## src/rtl/stable_max_priority_queue_unit_defines.svh

```systemverilog
// Assertion macros shared by the priority queue RTL.
// Needs nothing else; included by modules that carry assertions.
`ifndef STABLE_MAX_PRIORITY_QUEUE_UNIT_DEFINES_SVH
`define STABLE_MAX_PRIORITY_QUEUE_UNIT_DEFINES_SVH

// Same-cycle implication, checked out of reset.
`define SMPQ_ASSERT_IMP(label, clk, rst_n, ante, cons) \
    label: assert property (@(posedge clk) disable iff (!rst_n) (ante) |-> (cons)) \
        else $error("smpq assertion failed");

// Next-cycle implication, checked out of reset.
`define SMPQ_ASSERT_NXT(label, clk, rst_n, ante, cons) \
    label: assert property (@(posedge clk) disable iff (!rst_n) (ante) |=> (cons)) \
        else $error("smpq assertion failed");

`endif

```

## src/rtl/smpq_pkg.sv

```systemverilog
// Types and codes for the stable max priority queue.
// No dependencies; used by smpq_cell and the top level.
package smpq_pkg;

    localparam int TAG_W  = 16;
    localparam int PRIO_W = 32;
    localparam int OCC_W  = 5;
    localparam int STAT_W = 2;
    localparam int CMD_W  = 2;

    typedef enum logic [CMD_W-1:0] {
        CMD_INSERT = 2'd0,
        CMD_SERVE  = 2'd1,
        CMD_CLEAR  = 2'd2
    } cmd_t;

    typedef enum logic [STAT_W-1:0] {
        ST_SERVED = 2'd0,
        ST_DONE   = 2'd1,
        ST_EMPTY  = 2'd2,
        ST_FULL   = 2'd3
    } status_t;

    typedef struct packed {
        logic signed [PRIO_W-1:0] prio;
        logic [TAG_W-1:0]         tag;
    } entry_t;

    // per-cycle command broadcast to every cell
    typedef struct packed {
        logic insert;
        logic serve;
    } cell_ctrl_t;

endpackage

```

## src/rtl/smpq_cell.sv

```systemverilog
// One position of the sorted chain: holds an entry, shifts toward its
// neighbors. Depends on smpq_pkg.
module smpq_cell
(
    input  logic                clk,
    input  smpq_pkg::cell_ctrl_t ctrl,
    input  smpq_pkg::entry_t    new_ent,
    input  logic                occupied,
    input  logic                left_ge,
    input  smpq_pkg::entry_t    left_ent,
    input  smpq_pkg::entry_t    right_ent,
    output logic                ge,
    output smpq_pkg::entry_t    ent
);

    smpq_pkg::entry_t ent_reg;
    smpq_pkg::entry_t ent_next;

    // held entry ranks ahead of (or ties with) the incoming one
    assign ge  = occupied && (ent_reg.prio >= new_ent.prio);
    assign ent = ent_reg;

    always_comb
    begin
        ent_next = ent_reg;
        if (ctrl.insert)
        begin
            if (ge)
                ent_next = ent_reg;
            else if (left_ge)
                ent_next = new_ent;
            else
                ent_next = left_ent;
        end
        else if (ctrl.serve)
        begin
            ent_next = right_ent;
        end
    end

    always_ff @(posedge clk)
    begin
        ent_reg <= ent_next;
    end

endmodule

```

## src/rtl/stable_max_priority_queue_unit.sv

```systemverilog
// Stable max priority queue: a chain of DEPTH cells kept in serve order.
// The result is captured in the output register as the request is accepted.
// Throughput: one request per cycle while the output is drained; every cell makes its own
// compare against the incoming priority, and all cells shift together.
// Reset: entry count and output valid clear; cell contents stay undefined.
`include "stable_max_priority_queue_unit_defines.svh"

module stable_max_priority_queue_unit
#(
    parameter int DEPTH = 16
)
(
    input  logic        clk,
    input  logic        rst_n,
    input  logic        s_axis_tvalid,
    output logic        s_axis_tready,
    input  logic [47:0] s_axis_tdata,  // [15:0] item_tag, [47:16] priority_req
    input  logic [1:0]  s_axis_tuser,  // [1:0] command
    output logic        m_axis_tvalid,
    input  logic        m_axis_tready,
    output logic [23:0] m_axis_tdata,  // [15:0] served_tag, [20:16] occupancy_after
    output logic [1:0]  m_axis_tuser   // [1:0] status
);

    localparam int CW = $clog2(DEPTH + 1);

    // ---------------------------------------------------------------
    // Request side
    // ---------------------------------------------------------------
    logic             take;
    logic             out_vld_reg;
    smpq_pkg::entry_t new_ent;

    assign take          = s_axis_tvalid && s_axis_tready;
    // output register frees up in the same cycle it is drained
    assign s_axis_tready = !out_vld_reg || m_axis_tready;
    assign new_ent.tag   = s_axis_tdata[15:0];
    assign new_ent.prio  = $signed(s_axis_tdata[47:16]);

    // ---------------------------------------------------------------
    // Occupancy and command decode
    // ---------------------------------------------------------------
    logic [CW-1:0]        count_reg;
    logic [CW-1:0]        count_next;
    logic                 full;
    logic                 empty;
    smpq_pkg::cell_ctrl_t ctrl;
    smpq_pkg::status_t    status;
    logic [smpq_pkg::TAG_W-1:0] served_tag;
    smpq_pkg::entry_t     ent [DEPTH];
    logic [DEPTH-1:0]     ge;
    logic [DEPTH-1:0]     occupied;

    assign full  = (count_reg == CW'(DEPTH));
    assign empty = (count_reg == '0);

    always_comb
    begin
        ctrl       = '0;
        count_next = count_reg;
        status     = smpq_pkg::ST_DONE;
        served_tag = '0;
        if (take)
        begin
            case (s_axis_tuser)
                smpq_pkg::CMD_INSERT:
                begin
                    if (full)
                        status = smpq_pkg::ST_FULL;
                    else
                    begin
                        ctrl.insert = 1'b1;
                        count_next  = count_reg + 1'b1;
                    end
                end
                smpq_pkg::CMD_SERVE:
                begin
                    if (empty)
                        status = smpq_pkg::ST_EMPTY;
                    else
                    begin
                        ctrl.serve = 1'b1;
                        served_tag = ent[0].tag;
                        status     = smpq_pkg::ST_SERVED;
                        count_next = count_reg - 1'b1;
                    end
                end
                smpq_pkg::CMD_CLEAR:
                begin
                    count_next = '0;
                end
                default:
                begin
                    // unused code: no operation
                    count_next = count_reg;
                end
            endcase
        end
    end

    always_ff @(posedge clk or negedge rst_n)
    begin
        if (!rst_n)
            count_reg <= '0;
        else
            count_reg <= count_next;
    end

    // ---------------------------------------------------------------
    // Cell chain: cell 0 holds the best entry. On insert each cell keeps,
    // takes the new entry, or takes its left neighbor; ties stay ahead,
    // which keeps equal priorities in arrival order. Serve shifts left.
    // ---------------------------------------------------------------
    for (genvar i = 0; i < DEPTH; i++)
    begin : g_cell
        logic             left_ge;
        smpq_pkg::entry_t left_ent;
        smpq_pkg::entry_t right_ent;

        assign occupied[i] = (CW'(i) < count_reg);

        if (i == 0)
        begin : g_head
            assign left_ge  = 1'b1;
            assign left_ent = new_ent;
        end
        else
        begin : g_body
            assign left_ge  = ge[i-1];
            assign left_ent = ent[i-1];
        end

        if (i == DEPTH - 1)
        begin : g_tail
            assign right_ent = ent[i];
        end
        else
        begin : g_mid
            assign right_ent = ent[i+1];
        end

        smpq_cell u_cell
        (
            .clk       (clk),
            .ctrl      (ctrl),
            .new_ent   (new_ent),
            .occupied  (occupied[i]),
            .left_ge   (left_ge),
            .left_ent  (left_ent),
            .right_ent (right_ent),
            .ge        (ge[i]),
            .ent       (ent[i])
        );
    end

    // ---------------------------------------------------------------
    // Result register
    // ---------------------------------------------------------------
    logic [smpq_pkg::TAG_W-1:0]  out_tag_reg;
    logic [smpq_pkg::STAT_W-1:0] out_stat_reg;
    logic [smpq_pkg::OCC_W-1:0]  out_occ_reg;
    logic [CW+smpq_pkg::OCC_W-1:0] occ_ext;

    // occupancy field is count masked to five bits
    assign occ_ext = {{smpq_pkg::OCC_W{1'b0}}, count_next};

    always_ff @(posedge clk or negedge rst_n)
    begin
        if (!rst_n)
            out_vld_reg <= 1'b0;
        else if (take)
            out_vld_reg <= 1'b1;
        else if (m_axis_tready)
            out_vld_reg <= 1'b0;
    end

    always_ff @(posedge clk)
    begin
        if (take)
        begin
            out_tag_reg  <= served_tag;
            out_stat_reg <= status;
            out_occ_reg  <= occ_ext[smpq_pkg::OCC_W-1:0];
        end
    end

    assign m_axis_tvalid = out_vld_reg;
    assign m_axis_tdata  = {3'b000, out_occ_reg, out_tag_reg};
    assign m_axis_tuser  = out_stat_reg;

    // ---------------------------------------------------------------
    // Assertions
    // ---------------------------------------------------------------
    `SMPQ_ASSERT_IMP(a_count_bound, clk, rst_n, 1'b1, count_reg <= CW'(DEPTH))
    `SMPQ_ASSERT_IMP(a_ge_prefix, clk, rst_n, 1'b1, ((ge + 1'b1) & ge) == '0)
    `SMPQ_ASSERT_NXT(a_insert_grows, clk, rst_n, ctrl.insert,
        count_reg == $past(count_reg) + 1'b1)
    `SMPQ_ASSERT_NXT(a_serve_shrinks, clk, rst_n, ctrl.serve,
        count_reg == $past(count_reg) - 1'b1)

endmodule
```

## config.mk

```make
export PLATFORM = sky130hd
export DESIGN_NAME = stable_max_priority_queue_unit
export DESIGN_NICKNAME = d
export VERILOG_FILES = /design/src/rtl/smpq_pkg.sv /design/src/rtl/smpq_cell.sv /design/src/rtl/stable_max_priority_queue_unit.sv
export VERILOG_INCLUDE_DIRS = /design/src /design/src/rtl
export SDC_FILE = /design/constraint.sdc
export NUM_CORES = 2
export LEC_CHECK = 0
export BUFFER_PORTS_ARGS = -buffer_cell sky130_fd_sc_hd__buf_2
export CAP_MARGIN = 20
export CORE_UTILIZATION = 58
export DETAILED_ROUTE_END_ITERATION = 8
export GPL_TIMING_DRIVEN = 0
export PLACE_DENSITY = 0.88
export SLEW_MARGIN = 20
export SYNTH_ARGS = -nofsm -noshare
export SYNTH_HDL_FRONTEND = slang
export SYNTH_HIERARCHICAL = 1
export SYNTH_SLANG_ARGS = --single-unit
export TNS_END_PERCENT = 1
```

## constraint.sdc

```tcl
create_clock -name clk -period 3.95 [get_ports clk]
set_input_delay 0.395 -clock clk [delete_from_list [all_inputs] [get_ports clk]]
set_output_delay 0.395 -clock clk [all_outputs]
set_load 0.05 [all_outputs]
```

==> results.toml <==
[die]
num_rows = 111
fp.dieH_um = 307
core_um2 = 91900
dieArea_um2 = 94300
io_pins = 82
die_w_um = 307
start_util = 0.587

[global_route]
grt_pass1_wl_um = 223000
grt_max_degree = 49
grt_pass1_vias = 41767
groute.usage.overall = 0.297
globalRouteOverflowTotal = 0
antenna_found_initial = 3

[sta]
worstMarginPinSlew_ns = 1.07
tns_ns = 0
period_share = 0.984
setup_violations = 0
hold_viol_final = 0
relSlewSlack = 0.277
fin_ws_ns = 0.0650
min_period_ns = 3.89
rsz0062_at_grt = "true"
fin_skew_ns = 0.0250
timing.fmax_ghz = 0.257
maxSlewViolCount = 0

[worst_setup_path]
critPathArrivalTime_ns = 4.25
crit_start = "g_cell[12].u_cell/ent[47]"
cp_common_cell = "buf_2"
rr_worst_depth = 12
worstReg2RegStart = "g_cell[12].u_cell/ent[47]"
critPathKind = "flip-flop to flip-flop"
crit_required_ns = 4.31
cp_max_fo = 10
worstPathCellList = "ha_1, nand4_1, nor4b_2, nand2_1, o31ai_2, nor3b_2, nor3b_1, clkbuf_1, buf_2, buf_2, mux2i_1, a21oi_1"
crit_path_end_kind = "flip-flop"
reg2reg_to = "g_cell[13].u_cell/ent[34]"
r2r_setup_slack_ns = 0.06
crit_end = "g_cell[13].u_cell/ent[34]"
critPathMaxStageDelay_ns = 0.49
cpMaxStageDelayCell = "nor4b_2"
cp-start-kind = "flip-flop"

[synth]
ys.warnings.count = 6
syn_inst = 5347
syn_area_per_cell_um2 = 10.1
netlist_area_um2 = 54000

[clocking]
clock_tree.root_cell = "clkbuf_16"
clkSlewWorstSetupHoldPaths_ns = 0.06
cts_buffers = 84
clk_latency_ns = 0.65
clockBufferDepth = 3
h-tree-depth = 3
cts_tree = "yes"
clock-sinks = 797

[min_path]
holdCritPathClass = "input pin to flip-flop"
whs_path_depth = 3

[finish]
drive_gt1_frac = 0.0825
fin_area_um2 = 59500
fin_nets = 6103
syn_to_final_growth_pct = 10.2
largest_register_ffs = 768

[drt]
vias = 42368
routedWlPerCell_um = 20.9
via_per_inst = 6.19
drc = 0
first_pass_iters = 6
first_iter_violations = 4739
routed_wl_um = 143000
drtAntennaViolNets = 0

[power_and_ir_drop]
power_density_nw_per_um2 = 480
irDropWorstVdd_uv = 392
total_leakage_power_nw = 24.4

[placed_design]
dp_slack_ns = -0.604
post-dp-hpwl_um = 110000
io_buffers = 78
place_area_um2 = 56400
gp_congestion = 0.966

[run_status]
status = "finished, final reports clean"

[run]
cap_violations = 0
layout by cell type (no fill, tap or decap), types with 18 or more instances in the layout:
master	instances
ha_1	516
buf_2	156
edfxtp_1	791
nor2_1	791
a211oi_2	32
a21o_1	33
inv_1	518
nand3_1	19
nand2_1	139
and4_1	32
clkbuf_16	87
clkbuf_2	19
o21ai_0	29
and2_1	18
nand4_1	65
nor2b_1	32
o21ai_1	48
a21oi_1	963
nand2b_1	19
clkbuf_1	195
mux2i_1	769
power by group:
| part | internal (mW) | switching [mW] | total, mW |
|---|---|---|---|
| Sequential | 10.3 | 0.576 | 10.9 |
| Combinational | 3.90 | 5.70 | 9.60 |
| Clock | 4.69 | 3.38 | 8.07 |
| Total | 18.9 | 9.65 | 28.6 |
worst max-delay path, delay by kind of cell (launching register included):
kind	cells	cell delay, ns
and+or+nand+nor	5	1.13
muxes	1	0.28
AOI/OAI and AO/OA	2	0.36
buffers and inverters	3	0.98
adders and majority gates	1	0.42
DFF	1	0.45
per-layer routing:
layer / track usage / vias to the layer above / share of wire
met5: 0 / - / 0
met4: 0.159 / 0 / 0.059
met3: 0.0274 / 484 / 0.080
met2: 0.503 / 2361 / 0.47
met1: 0.378 / 19827 / 0.39
li1: - / 19696 / -
cell type report:
type / instances / area, um^2
Inverter: 518 / 1940
Fill cell: 6790 / 32500
Clock buffer: 109 / 2290
Buffer: 282 / 1200
Multi-Input combinational cell: 3752 / 27200
Sequential cell: 797 / 23900
Antenna cell: 3 / 7.51
Clock inverter: 47 / 485
Tap cell: 1243 / 1560
Timing Repair Buffer: 98 / 871
metrics by stage:
step                power (mW)  hold slack, ns  instances   util
detailed placement        20.3           0.229       6686  0.613
CTS                       28.4          0.0862       6844  0.646
floorplan                 17.9          0.0994       5349      -
global route              29.6           0.138       6849  0.647
finish                    28.6           0.132       6849  0.647
global placement          19.8           0.229       6670  0.608
what timing repair did:
item                                    in CTS  in global routing
endpoints found under the setup margin    1169                857
resized for setup                           30                 22
pin swaps                                    0                  1
hold buffers                                 2                  0
endpoints found under the hold margin        7                  0
buffers inserted                             0                  2
how the worst min path moves through the flow:
stage                  startpoint            end
global route                rst_n   count_reg[3]
detailed placement          rst_n  m_axis_tvalid
global placement            rst_n  m_axis_tvalid
CTS                         rst_n   count_reg[3]
finish              m_axis_tready  m_axis_tvalid
floorplan                   rst_n   count_reg[0]
(Power assumes the default switching activity.)
